File: src/hdl/lspt_pkg.sv
package lspt_pkg;

    localparam int NCH            = 5;
    localparam int AVG_COUNT_DEF  = 8;
    localparam int BAT_COUNT_DEF  = 64;
    localparam int NORM_BITS_DEF  = 12;
    localparam int COEF_SHIFT_DEF = 8;
    localparam int COEF_W         = 21;
    localparam logic [COEF_W-1:0] COEF_MAX = {COEF_W{1'b1}};
    localparam logic [11:0] LIN_MAX = 12'd4095;

    // Register indexes of the configuration port.
    localparam logic [1:0] REG_FLAG_SET   = 2'd0;
    localparam logic [1:0] REG_FLAG_CLEAR = 2'd1;
    localparam logic [1:0] REG_DEBOUNCE   = 2'd2;
    localparam logic [1:0] REG_BAT_LOW    = 2'd3;

    // Function codes of an input word.
    localparam logic [1:0] FUNC_SCAN    = 2'd0;
    localparam logic [1:0] FUNC_CLEAR   = 2'd1;
    localparam logic [1:0] FUNC_MINMAX  = 2'd2;
    localparam logic [1:0] FUNC_COEF    = 2'd3;

    typedef struct packed {
        logic [1:0]  func;
        logic [11:0] sample_0;
        logic [11:0] sample_1;
        logic [11:0] sample_2;
        logic [11:0] sample_3;
        logic [11:0] sample_4;
        logic [11:0] battery_sample;
    } t_in_word;

    typedef struct packed {
        logic [9:0]  position;
        logic        position_valid;
        logic [4:0]  sensor_flags;
        logic [11:0] battery_average;
        logic        battery_valid;
        logic        battery_low;
    } t_out_word;

    // Control handed to the serial divider.
    typedef struct packed {
        logic        start;
        logic [31:0] num;
        logic [31:0] den;
    } t_div_req;

    typedef struct packed {
        logic        done;
        logic [31:0] quo;
    } t_div_rsp;

    typedef enum logic [3:0] {
        ST_IDLE,
        ST_ACC,
        ST_CHAN,
        ST_MUL,
        ST_POS_DIV,
        ST_POS_WAIT,
        ST_FLAGS,
        ST_COEF_DIV,
        ST_COEF_WAIT,
        ST_OUT
    } t_state;

    function automatic logic [9:0] weight_of(input logic [2:0] ch);
        logic [9:0] w;
        case (ch)
            3'd0: w = 10'd166;
            3'd1: w = 10'd333;
            3'd2: w = 10'd500;
            3'd3: w = 10'd666;
            3'd4: w = 10'd833;
            default: w = 10'd0;
        endcase
        return w;
    endfunction

endpackage

File: src/hdl/lspt_div.sv
// Restoring divider, one quotient bit per cycle.
module lspt_div (
    input  logic              i_clk,
    input  logic              i_rst_n,
    input  lspt_pkg::t_div_req i_req,
    output lspt_pkg::t_div_rsp o_rsp
);
    import lspt_pkg::*;

    logic [31:0] r_quo, n_quo;
    logic [31:0] r_rem, n_rem;
    logic [31:0] r_den, n_den;
    logic [5:0]  r_cnt, n_cnt;
    logic        r_busy, n_busy;
    logic        r_done, n_done;
    logic [32:0] w_trial;

    // One shift-subtract step a cycle.
    always_comb begin
        n_quo  = r_quo;
        n_rem  = r_rem;
        n_den  = r_den;
        n_cnt  = r_cnt;
        n_busy = r_busy;
        n_done = 1'b0;
        w_trial = {r_rem, r_quo[31]} - {1'b0, r_den};
        if (i_req.start) begin
            n_quo  = i_req.num;
            n_rem  = '0;
            n_den  = i_req.den;
            n_cnt  = 6'd0;
            n_busy = 1'b1;
        end else if (r_busy) begin
            if (!w_trial[32]) begin
                n_rem = w_trial[31:0];
                n_quo = {r_quo[30:0], 1'b1};
            end else begin
                n_rem = {r_rem[30:0], r_quo[31]};
                n_quo = {r_quo[30:0], 1'b0};
            end
            n_cnt = r_cnt + 6'd1;
            if (r_cnt == 6'd31) begin
                n_busy = 1'b0;
                n_done = 1'b1;
            end
        end
    end

    always_ff @(posedge i_clk) begin
        if (!i_rst_n) begin
            r_busy <= 1'b0;
            r_done <= 1'b0;
            r_cnt  <= '0;
        end else begin
            r_busy <= n_busy;
            r_done <= n_done;
            r_cnt  <= n_cnt;
        end
        r_quo <= n_quo;
        r_rem <= n_rem;
        r_den <= n_den;
    end

    assign o_rsp.done = r_done;
    assign o_rsp.quo  = r_quo;
endmodule

File: src/hdl/line_sensor_position_tracker.sv
// Line-sensor position tracker.
// Input channel: i_in_valid / o_in_stall carry one word of func, five sensor
// samples and a battery sample. Output channel: o_out_valid / i_out_stall
// carry one result word for every input word.
// A scan word adds the samples into per-channel sums. Every AVG_COUNT scans
// the channels are averaged, calibrated and scaled one at a time, and the
// weighted centroid is taken by a serial divider. For a coefficient compute
// word the divider runs once for each channel whose maximum is above its
// minimum.
// The block works on one word at a time; o_in_stall is high from acceptance
// until that word's result is loaded into the output register. While
// i_out_stall holds a result word, the next word is still taken and worked
// on, and it waits in its last step until the output register is free.
// Reset (synchronous, i_rst_n low) clears all sums and counters, sets the
// calibration to minimum 0 and maximum 65535 and restores register defaults.
// Configuration writes through i_cfg_we / i_cfg_idx / i_cfg_data take effect
// at once. They are made only while the block is idle; the user keeps to this, the block has no guard for it.
module line_sensor_position_tracker #(
    parameter int AVG_COUNT  = lspt_pkg::AVG_COUNT_DEF,
    parameter int BAT_COUNT  = lspt_pkg::BAT_COUNT_DEF,
    parameter int NORM_BITS  = lspt_pkg::NORM_BITS_DEF,
    parameter int COEF_SHIFT = lspt_pkg::COEF_SHIFT_DEF
) (
    input  logic                i_clk,
    input  logic                i_rst_n,
    input  logic                i_cfg_we,
    input  logic [1:0]          i_cfg_idx,
    input  logic [12:0]         i_cfg_data,
    input  logic                i_in_valid,
    output logic                o_in_stall,
    input  lspt_pkg::t_in_word  i_in_data,
    output logic                o_out_valid,
    input  logic                i_out_stall,
    output lspt_pkg::t_out_word o_out_data
);
    import lspt_pkg::*;

    localparam int AVG_W  = $clog2(AVG_COUNT + 1);
    localparam int BAT_W  = $clog2(BAT_COUNT + 1);
    localparam int SUM_W  = 12 + $clog2(AVG_COUNT + 1);
    localparam int BSUM_W = 12 + $clog2(BAT_COUNT + 1);
    localparam logic [31:0] COEF_NUM = 32'd1 << (NORM_BITS + COEF_SHIFT);
    localparam logic [COEF_W-1:0] COEF_RST =
        COEF_W'((64'd1 << (NORM_BITS + COEF_SHIFT)) / 64'd65535);

    // Configuration registers.
    logic [12:0] r_set_lvl, r_clr_lvl;
    logic [7:0]  r_debounce;
    logic [11:0] r_bat_low;

    always_ff @(posedge i_clk) begin
        if (!i_rst_n) begin
            r_set_lvl  <= 13'd2048;
            r_clr_lvl  <= 13'd1024;
            r_debounce <= 8'd10;
            r_bat_low  <= 12'd0;
        end else if (i_cfg_we) begin
            case (i_cfg_idx)
                REG_FLAG_SET:   r_set_lvl  <= i_cfg_data;
                REG_FLAG_CLEAR: r_clr_lvl  <= i_cfg_data;
                REG_DEBOUNCE:   r_debounce <= i_cfg_data[7:0];
                REG_BAT_LOW:    r_bat_low  <= i_cfg_data[11:0];
                default: ;
            endcase
        end
    end

    // Working state.
    t_state              r_st, n_st;
    t_in_word            r_in;
    logic [SUM_W-1:0]    r_sum [NCH];
    logic [11:0]         r_avg [NCH];
    logic [15:0]         r_min [NCH];
    logic [15:0]         r_max [NCH];
    logic [COEF_W-1:0]   r_coef [NCH];
    logic [12:0]         r_inv [NCH];
    logic [AVG_W-1:0]    r_scan_cnt;
    logic [BSUM_W-1:0]   r_bsum;
    logic [BAT_W-1:0]    r_bat_cnt;
    logic [11:0]         r_bat_avg;
    logic [4:0]          r_flags, r_last_flags;
    logic [7:0]          r_lost;
    logic [9:0]          r_last_pos;
    logic [2:0]          r_ch;
    logic [32:0]         r_prod;
    logic [23:0]         r_num;
    logic [15:0]         r_den;
    logic [9:0]          r_pos;
    logic                r_pvalid, r_bvalid;
    t_out_word           r_out;
    logic                r_out_valid;

    t_div_req            w_req;
    t_div_rsp            w_rsp;

    lspt_div u_div (
        .i_clk  (i_clk),
        .i_rst_n(i_rst_n),
        .i_req  (w_req),
        .o_rsp  (w_rsp)
    );

    logic        w_in_acc, w_out_acc, w_out_load;
    logic [11:0] w_samp [NCH];
    logic [11:0] w_cavg;
    logic [11:0] w_lin;
    logic [12:0] w_inv;
    logic [15:0] w_span;

    assign w_in_acc   = i_in_valid && !o_in_stall;
    assign w_out_acc  = r_out_valid && !i_out_stall;
    assign w_out_load = (r_st == ST_OUT) && (!r_out_valid || !i_out_stall);
    assign o_in_stall = (r_st != ST_IDLE);

    assign w_samp[0] = r_in.sample_0;
    assign w_samp[1] = r_in.sample_1;
    assign w_samp[2] = r_in.sample_2;
    assign w_samp[3] = r_in.sample_3;
    assign w_samp[4] = r_in.sample_4;

    // Channel average of the channel under work, and its scaled level.
    always_comb begin
        w_cavg = 12'((r_sum[r_ch] / SUM_W'(AVG_COUNT)));
        if ((|r_prod[32:COEF_SHIFT+12]) || (r_prod[COEF_SHIFT+11:COEF_SHIFT] > LIN_MAX))
            w_lin = LIN_MAX;
        else
            w_lin = r_prod[COEF_SHIFT+11:COEF_SHIFT];
        w_inv  = 13'd4096 - {1'b0, w_lin};
        w_span = r_max[r_ch] - r_min[r_ch];
    end

    // Sequencer next state and divider request.
    always_comb begin
        n_st = r_st;
        w_req.start = 1'b0;
        w_req.num   = COEF_NUM;
        w_req.den   = {16'd0, w_span};
        case (r_st)
            ST_IDLE: begin
                if (w_in_acc) begin
                    if (i_in_data.func == FUNC_SCAN)      n_st = ST_ACC;
                    else if (i_in_data.func == FUNC_COEF) n_st = ST_COEF_DIV;
                    else                                  n_st = ST_OUT;
                end
            end
            ST_ACC: begin
                if (r_scan_cnt + AVG_W'(1) >= AVG_W'(AVG_COUNT)) n_st = ST_CHAN;
                else n_st = ST_OUT;
            end
            ST_CHAN:  n_st = ST_MUL;
            ST_MUL: begin
                if (r_ch == 3'(NCH - 1)) n_st = ST_POS_DIV;
                else n_st = ST_CHAN;
            end
            ST_POS_DIV: begin
                w_req.start = 1'b1;
                w_req.num   = {8'd0, r_num};
                w_req.den   = {16'd0, r_den};
                n_st = ST_POS_WAIT;
            end
            ST_POS_WAIT: if (w_rsp.done) n_st = ST_FLAGS;
            ST_FLAGS: n_st = ST_OUT;
            ST_COEF_DIV: begin
                w_req.start = (r_max[r_ch] > r_min[r_ch]);
                n_st = (r_max[r_ch] > r_min[r_ch]) ? ST_COEF_WAIT : ST_COEF_DIV;
                if (!(r_max[r_ch] > r_min[r_ch]) && r_ch == 3'(NCH - 1)) n_st = ST_OUT;
            end
            ST_COEF_WAIT: begin
                if (w_rsp.done) n_st = (r_ch == 3'(NCH - 1)) ? ST_OUT : ST_COEF_DIV;
            end
            ST_OUT:   if (w_out_load) n_st = ST_IDLE;
            default:  n_st = ST_IDLE;
        endcase
    end

    always_ff @(posedge i_clk) begin
        if (!i_rst_n) r_st <= ST_IDLE;
        else          r_st <= n_st;
    end

    // Datapath registers.
    always_ff @(posedge i_clk) begin
        if (!i_rst_n) begin
            for (int i = 0; i < NCH; i++) begin
                r_sum[i]  <= '0;
                r_avg[i]  <= '0;
                r_min[i]  <= 16'd0;
                r_max[i]  <= 16'hFFFF;
                r_coef[i] <= COEF_RST;
            end
            r_scan_cnt   <= '0;
            r_bsum       <= '0;
            r_bat_cnt    <= '0;
            r_bat_avg    <= '0;
            r_flags      <= '0;
            r_last_flags <= '0;
            r_lost       <= '0;
            r_last_pos   <= '0;
            r_ch         <= '0;
            r_pvalid     <= 1'b0;
            r_bvalid     <= 1'b0;
        end else begin
            case (r_st)
                ST_IDLE: begin
                    r_ch     <= '0;
                    r_num    <= '0;
                    r_den    <= '0;
                    r_pos    <= '0;
                    r_pvalid <= 1'b0;
                    r_bvalid <= 1'b0;
                    if (w_in_acc) begin
                        r_in <= i_in_data;
                        if (i_in_data.func == FUNC_CLEAR) begin
                            for (int i = 0; i < NCH; i++) begin
                                r_min[i] <= 16'hFFFF;
                                r_max[i] <= 16'd0;
                            end
                        end else if (i_in_data.func == FUNC_MINMAX) begin
                            for (int i = 0; i < NCH; i++) begin
                                if ({4'd0, r_avg[i]} < r_min[i]) r_min[i] <= {4'd0, r_avg[i]};
                                if ({4'd0, r_avg[i]} > r_max[i]) r_max[i] <= {4'd0, r_avg[i]};
                            end
                        end
                    end
                end
                ST_ACC: begin
                    for (int i = 0; i < NCH; i++)
                        r_sum[i] <= r_sum[i] + SUM_W'(w_samp[i]);
                    if (r_scan_cnt + AVG_W'(1) >= AVG_W'(AVG_COUNT)) begin
                        r_scan_cnt <= '0;
                        r_pvalid   <= 1'b1;
                    end else begin
                        r_scan_cnt <= r_scan_cnt + AVG_W'(1);
                    end
                    if (r_bat_cnt + BAT_W'(1) >= BAT_W'(BAT_COUNT)) begin
                        r_bat_avg <= 12'((r_bsum + BSUM_W'(r_in.battery_sample))
                                         / BSUM_W'(BAT_COUNT));
                        r_bsum    <= '0;
                        r_bat_cnt <= '0;
                        r_bvalid  <= 1'b1;
                    end else begin
                        r_bsum    <= r_bsum + BSUM_W'(r_in.battery_sample);
                        r_bat_cnt <= r_bat_cnt + BAT_W'(1);
                    end
                end
                ST_CHAN: begin
                    // Average, remove minimum, multiply by coefficient.
                    r_avg[r_ch] <= w_cavg;
                    r_sum[r_ch] <= '0;
                    if ({4'd0, w_cavg} > r_min[r_ch])
                        r_prod <= 33'({4'd0, w_cavg} - r_min[r_ch]) * 33'(r_coef[r_ch]);
                    else
                        r_prod <= '0;
                end
                ST_MUL: begin
                    r_inv[r_ch] <= w_inv;
                    r_num <= r_num + 24'(w_inv) * 24'(weight_of(r_ch));
                    r_den <= r_den + 16'(w_inv);
                    r_ch  <= r_ch + 3'd1;
                end
                ST_POS_WAIT: if (w_rsp.done) r_pos <= w_rsp.quo[9:0];
                ST_FLAGS: begin
                    logic [4:0] v_fl;
                    v_fl = r_flags;
                    for (int i = 0; i < NCH; i++) begin
                        if (r_inv[i] > r_set_lvl)      v_fl[i] = 1'b1;
                        else if (r_inv[i] < r_clr_lvl) v_fl[i] = 1'b0;
                    end
                    r_flags <= v_fl;
                    if (v_fl != 5'd0) begin
                        if (r_lost != 8'd0) r_lost <= 8'd0;
                        else begin
                            r_last_pos   <= r_pos;
                            r_last_flags <= v_fl;
                        end
                    end else if (r_lost < r_debounce) begin
                        r_lost <= r_lost + 8'd1;
                    end else if (r_last_pos >= 10'd500) begin
                        r_pos <= r_last_flags[0] ? 10'd1 : 10'd1000;
                    end else begin
                        r_pos <= r_last_flags[4] ? 10'd1000 : 10'd1;
                    end
                end
                ST_COEF_DIV: begin
                    if (r_max[r_ch] == r_min[r_ch]) r_coef[r_ch] <= COEF_MAX;
                    else if (r_max[r_ch] < r_min[r_ch]) r_coef[r_ch] <= '0;
                    if (!(r_max[r_ch] > r_min[r_ch])) r_ch <= r_ch + 3'd1;
                end
                ST_COEF_WAIT: begin
                    if (w_rsp.done) begin
                        r_coef[r_ch] <= (|w_rsp.quo[31:COEF_W]) ? COEF_MAX
                                                                 : w_rsp.quo[COEF_W-1:0];
                        r_ch <= r_ch + 3'd1;
                    end
                end
                default: ;
            endcase
        end
    end

    // Output register; holds while the receiver stalls and is reloaded
    // once the waiting word has been taken.
    always_ff @(posedge i_clk) begin
        if (!i_rst_n) begin
            r_out_valid <= 1'b0;
        end else if (w_out_load) begin
            r_out_valid <= 1'b1;
        end else if (w_out_acc) begin
            r_out_valid <= 1'b0;
        end
        if (w_out_load) begin
            r_out.position        <= r_pvalid ? r_pos : 10'd0;
            r_out.position_valid  <= r_pvalid;
            r_out.sensor_flags    <= r_flags;
            r_out.battery_average <= r_bat_avg;
            r_out.battery_valid   <= r_bvalid;
            r_out.battery_low     <= (r_bat_avg < r_bat_low);
        end
    end

    assign o_out_valid = r_out_valid;
    assign o_out_data  = r_out;

`ifndef ASSERT_OFF
    a_pos_range: assert property (@(posedge i_clk) disable iff (!i_rst_n)
        o_out_valid |-> (o_out_data.position <= 10'd1000))
        else $error("position out of range");
    a_busy_stall: assert property (@(posedge i_clk) disable iff (!i_rst_n)
        (r_st != ST_IDLE) |-> o_in_stall)
        else $error("input taken while busy");
    a_pos_zero: assert property (@(posedge i_clk) disable iff (!i_rst_n)
        (o_out_valid && !o_out_data.position_valid) |-> (o_out_data.position == 10'd0))
        else $error("position without valid");
`endif
endmodule

File: config.mk
export PLATFORM = sky130hd
export DESIGN_NAME = line_sensor_position_tracker
export DESIGN_NICKNAME = d
export VERILOG_FILES = /design/src/hdl/lspt_pkg.sv /design/src/hdl/lspt_div.sv /design/src/hdl/line_sensor_position_tracker.sv
export SDC_FILE = /design/constraint.sdc
export NUM_CORES = 2
export LEC_CHECK = 0
export BUFFER_PORTS_ARGS = -buffer_cell sky130_fd_sc_hd__buf_2
export CAP_MARGIN = 30
export CORE_MARGIN = 1
export CORE_UTILIZATION = 61
export CTS_BUF_LIST = sky130_fd_sc_hd__clkbuf_8 sky130_fd_sc_hd__clkbuf_16
export DETAILED_ROUTE_END_ITERATION = 8
export GPL_TIMING_DRIVEN = 0
export PLACE_DENSITY = 0.86
export SLEW_MARGIN = 0
export SYNTH_ARGS = -nofsm -noshare
export SYNTH_HDL_FRONTEND = slang
export SYNTH_SLANG_ARGS = --single-unit
File: constraint.sdc
create_clock -name i_clk -period 18.8 [get_ports i_clk]
set_input_delay 0.94 -clock i_clk [delete_from_list [all_inputs] [get_ports i_clk]]
set_output_delay 0.94 -clock i_clk [all_outputs]
set_load 0.01 [all_outputs]
# Word-level counts from Yosys, hierarchy flattened
# Memory sizes are Yosys's and may differ from the RTL's. A register that Yosys moved wholly into a read port is not among the register bits.
# Index checks and enable logic that the tools add are counted.
# W data, S select, Z words.
# totals
ff_bits	415
latchBits	0
ramBits	470
romBits	0
inputBits	94
out_inout_bits	32
elab_cells	413
mem_count	6
# classes
addsub	17
mul	2
n_div	0
n_lt_le_gt_ge	29
n_eq_ne	31
shift	0
muxes	213
bitwise	30
n_reduce_logical	46
# memory_table
memory	depth	word_bits	read_ports	rd_ports_with_merged_regs	wr	line_no	source
r_coef	5	21	1	1	5	line_sensor_position_tracker.sv:75	logic [COEF_W-1:0] r_coef [NCH];
r_max	5	16	6	1	5	line_sensor_position_tracker.sv:74	logic [15:0] r_max [NCH];
r_min	5	16	6	1	5	line_sensor_position_tracker.sv:73	logic [15:0] r_min [NCH];
r_sum	5	16	6	1	5	line_sensor_position_tracker.sv:71	logic [SUM_W-1:0] r_sum [NCH];
r_inv	5	13	5	0	1	line_sensor_position_tracker.sv:76	logic [12:0] r_inv [NCH];
r_avg	5	12	5	0	5	line_sensor_position_tracker.sv:72	logic [11:0] r_avg [NCH];
# op_table
cell	n
$mux W16	26
$mux W1	130
$gt A12 B16 Y1	6
$mux W32	3
$mux W21	4
$add A16 B12 Y16	5
$lt A12 B16 Y1	5
$mux W10	8
$gt A13 B13 Y1	5
$lt A13 B13 Y1	5
$mux W56	1
$pmux W10 S5	1
$pmux W24 S2	1
$mux W4	11
$mux W3	14
$pmux W4 S10	1
$mul A17 B22 Y33	1
$sub A33 B32 Y33	1
$pmux W16 S2	1
$pmux W10 S3	1
$or A1 B1 Y1	27
$add A24 B23 Y24	1
$mux W12	2
$mux W8	3
59 further kinds	105

# Logic depth before layout (Yosys ltp)
# depth
word_depth	10
depth_mapped	42
ltp_nobuf	37

# Hierarchy
# From an unflattened synthesis, not the netlist that was laid out.
# hier_totals
cells_unflattened	6251
hier_area_um2	63821.2
# by_module_without_submodules
module	instances	cells_each	area_each_um2	seq_area_each_um2
line_sensor_position_tracker	1	5627	57690.3	21981.1
lspt_div	1	624	6130.9	2722.6

# Worst setup path before layout
# No wires, ideal clock.
# synth_path
kind	register to register
from	reg with a tool-made name
to	reg r_prod[32], data pin
setup_time_ps	266
arrival_time_ps	9638
required_time_ps	18534
slack_ps	8896
stages_incl_launch_ff	42
n_path_buf	6
period_less_slack_ps	9904
cell_sequence	dfxtp_1 buf_6 buf_2 buf_2 buf_2 buf_1 mux4_2 a22oi_1 ha_1 inv_1 fa_1 a211o_1 nand2_1 a21oi_1 a21oi_1 o21bai_1 a21oi_1 xnor2_1 [... 6 more ...] fa_1 inv_1 fa_1 fa_1 inv_1 fa_1 inv_1 ha_1 and2_1 nand3_1 a211o_1 o311a_1 a31oi_1 a31o_2 a211oi_2 a21oi_1 xnor2_1 nor2_1
# synth_lines
item	line_no	source
to (signal assigned)	line_sensor_position_tracker.sv:251	r_prod <= 33'({4'd0, w_cavg} - r_min[r_ch]) * 33'(r_coef[r_ch]);
to (decl)	line_sensor_position_tracker.sv:85	logic [32:0] r_prod;

==> impl_metrics.csv <==
group,metric,value,unit
outcome,status,"completed",
synth,yosysWarningCount,0,
finish,layout_commonest_cell,"inv_1",
routing,drt-initial-drc-count,6022,
finish,fillers,6906,
hold_path,worstHoldStart,"i_in_data[11]",
timing,hold_viol_final,0,
setup_path,crit_type,"register to register",
clock_network,cts_setup_buffers,0,
global_route,grt_overflow,0,
timing,worst_clock_skew,0.0755,ns
synth,synth_cell_types,86,
finish,drive_gt1_share,7.17,%
clock_network,clk-insertion-delay-late,0.74,ns
routing,route.detailed.wl_per_inst,23.3,um
synth,ys_seq_area_share,39.4,%
global_route,antenna_found_initial,6,
synth,syn_area_per_cell,10.2,um2
finish,multi_input_area,33600,um2
clock_network,cts_buffers,94,
hold_path,hp-class,"input pin to register",
synth,synth-adder-area-share,24.2,%
routing,vias,48447,
setup_path,slowest_stage,"a22oi_1",
floorplanning,initial_core_util,61.5,%
floorplanning,dieHeight,320,um
setup_path,crit_path_end_kind,"register",
timing,setup_viol,0,
floorplanning,std_cell_rows,116,
finish,finalNetCount,7323,
global_route,grt_max_degree,75,
timing,worst_pin_slew,1.29,ns
synth,netlist_area,61500,um2
global_route,grt_pass1_wl,275000,um
timing,relSlewSlack,13.7,%
routing,drt-total-wl,179000,um
synth,synth_xor_area_share,2.92,%
synth,synthSimpleGateAreaFrac,12.8,%
floorplanning,core-area,100000,um2
synth,synth_mux_area_share,3.37,%
setup_path,path_max_fanout,10,
clock_network,cts_resized,0,
finish,regArea,24200,um2
clock_network,cts_root_buf,"clkbuf_16",
routing,drt-vias-per-instance,6.32,
setup_path,cp.arrival,12.66,ns
timing,rsz0062_at_grt,"false",
floorplanning,die_w,320,um
synth,synth_edf_count,648,
routing,drtAntennaViolNets,0,
clock_network,cts_max_path_buffers,3,
routing,first_pass_iters,9,
setup_path,cp_data_required_time,19.19,ns
timing,period_minus_slack,12.27,ns
clock_network,clk_pin_slew,0.07,ns
floorplanning,io_pins,126,
job,drv_cap,0,
synth,synth-compound-area-share,11.2,%
placement,numPortBuffers,123,
synth,synth_top_family_by_area,"adder cells",
synth,synthFlopType,"edfxtp_1",
clock_network,cts_max_level,3,
placement,dpl.hpwl,135000,um
finish,areaGrowthSynthToFinish,10.0,%
timing,max_freq,81.5,MHz
floorplanning,dieArea,102000,um2
timing,slew_violations,0,
placement,place_congestion,1.02,
clock_network,cts_hold_buf,0,
synth,syn_nets,7061,
synth,ys_seq_elements,886,
clock_network,cts.sinks,886,
routing,drc,0,
global_route,grt_pass1_vias,49106,
timing,timing.final.crit_share,65.2,%
setup_path,max_stage_delay,0.98,ns
clock_network,cts_tree,"built",
synth,netlist_instances,6013,
global_route,track_usage,35.1,%
finish,final_cell_mix,"inv_1 (790), nand2_1 (752), edfxtp_1 (648), ha_1 (559), nor2_1 (515)",
timing,finalSetupTns,0,ns
synth,async_reset_ff_share,0,%
setup_path,worstSetupStartpointType,"register",
## per-stage QoR
stage | setup slack (ns) | hold WS [ns] | std cells | util [%] | cell area [um2]
finish | 6.53 | 0.381 | 7660 | 67.7 | 67700
global placement | 6.13 | 0.413 | 7434 | 63.8 | 63800
CTS | 6.19 | 0.361 | 7646 | 67.6 | 67600
floorplan | 8.90 | 0.408 | 6013 | - | 61500
global route | 5.94 | 0.363 | 7657 | 67.7 | 67700
detailed placement | 6.29 | 0.428 | 7469 | 64.3 | 64300
## cell type report
type	count	area share [%]
Antenna cell	6	0.0222
Buffer	222	1.29
Clock buffer	96	3.53
Clock inverter	81	1.30
Inverter	777	4.31
Multi-Input combinational cell	4128	49.6
Sequential cell	886	35.8
Tap cell	1298	2.40
Timing Repair Buffer	166	1.80
## synthesized netlist by cell type, drive strengths merged (24+ instances only)
cell | count | area, um2
xnor2 | 120 | 1050
nand2 | 753 | 2830
xor2 | 83 | 746
mux4 | 80 | 1800
buf | 24 | 126
mux2i | 26 | 260
nand4 | 54 | 338
o31ai | 26 | 195
nor2b | 36 | 225
a211oi | 42 | 325
or3 | 25 | 166
nor3 | 90 | 462
o211ai | 31 | 238
a21o | 152 | 1140
fa | 395 | 7910
o21bai | 25 | 188
nand3 | 79 | 395
and3 | 41 | 257
inv | 774 | 2910
clkbuf | 198 | 743
o21ai | 198 | 991
nor2 | 518 | 1950
nand2b | 27 | 169
and2 | 73 | 457
dfxtp | 238 | 4760
a21boi | 27 | 203
edfxtp | 648 | 19500
ha | 559 | 6990
a21oi | 350 | 1760
o21a | 103 | 773
## logic make-up after synthesis
group | Yosys count
mux | 107
xor+xnor | 203
buf+inv | 999
flops | 886
fa+ha+maj | 954
simple gates | 1782
compound gates | 1082
## path summary, 6_finish.rpt
path	cells past startpoint	slack, ns	end
setup reg to reg	37	6.53	r_prod[32]
hold reg to reg	0	0.44	o_out_data[1]
setup / recovery	37	6.53	r_prod[32]
hold / removal	1	0.38	r_in[11]
## per-layer routing
layer  vias to the layer above  track usage, %  share of wire [%]
met3                       784            7.76                 12
met5                         -               0              0.011
met2                      3302            56.4                 46
met1                     23244            43.4                 35
li1                      21115               -                  -
met4                         2            21.7                7.0
## sequential cells by signal, indices dropped and copies added, names as in the netlist, 10 cells and up, named ones only
name	flops
u_div.r_rem	32
r_in	72
u_div.r_quo	32
r_bsum	18
r_sum	75
r_max	65
o_out_data	30
r_set_lvl	13
r_pos	10
r_bat_low	12
r_num	24
r_coef	168
r_clr_lvl	13
r_inv	65
r_min	65
r_prod	25
r_bat_avg	12
r_den	16
u_div.r_den	16
r_avg	60
## worst max-delay path: cells and delay by family, from the launching register on
family | cells | cell delay [ns]
AO/OA/AOI/OAI | 9 | 2.99
XOR/XNOR | 1 | 0.15
adder cells (fa/ha/maj) | 8 | 3.69
buffers and inverters | 11 | 2.90
flip-flops | 1 | 0.34
multiplexers | 1 | 0.52
AND/OR/NAND/NOR | 7 | 1.32
Power is not shown: default switching activity piles up to over one toggle a cycle in this logic, so the estimate is an artifact.
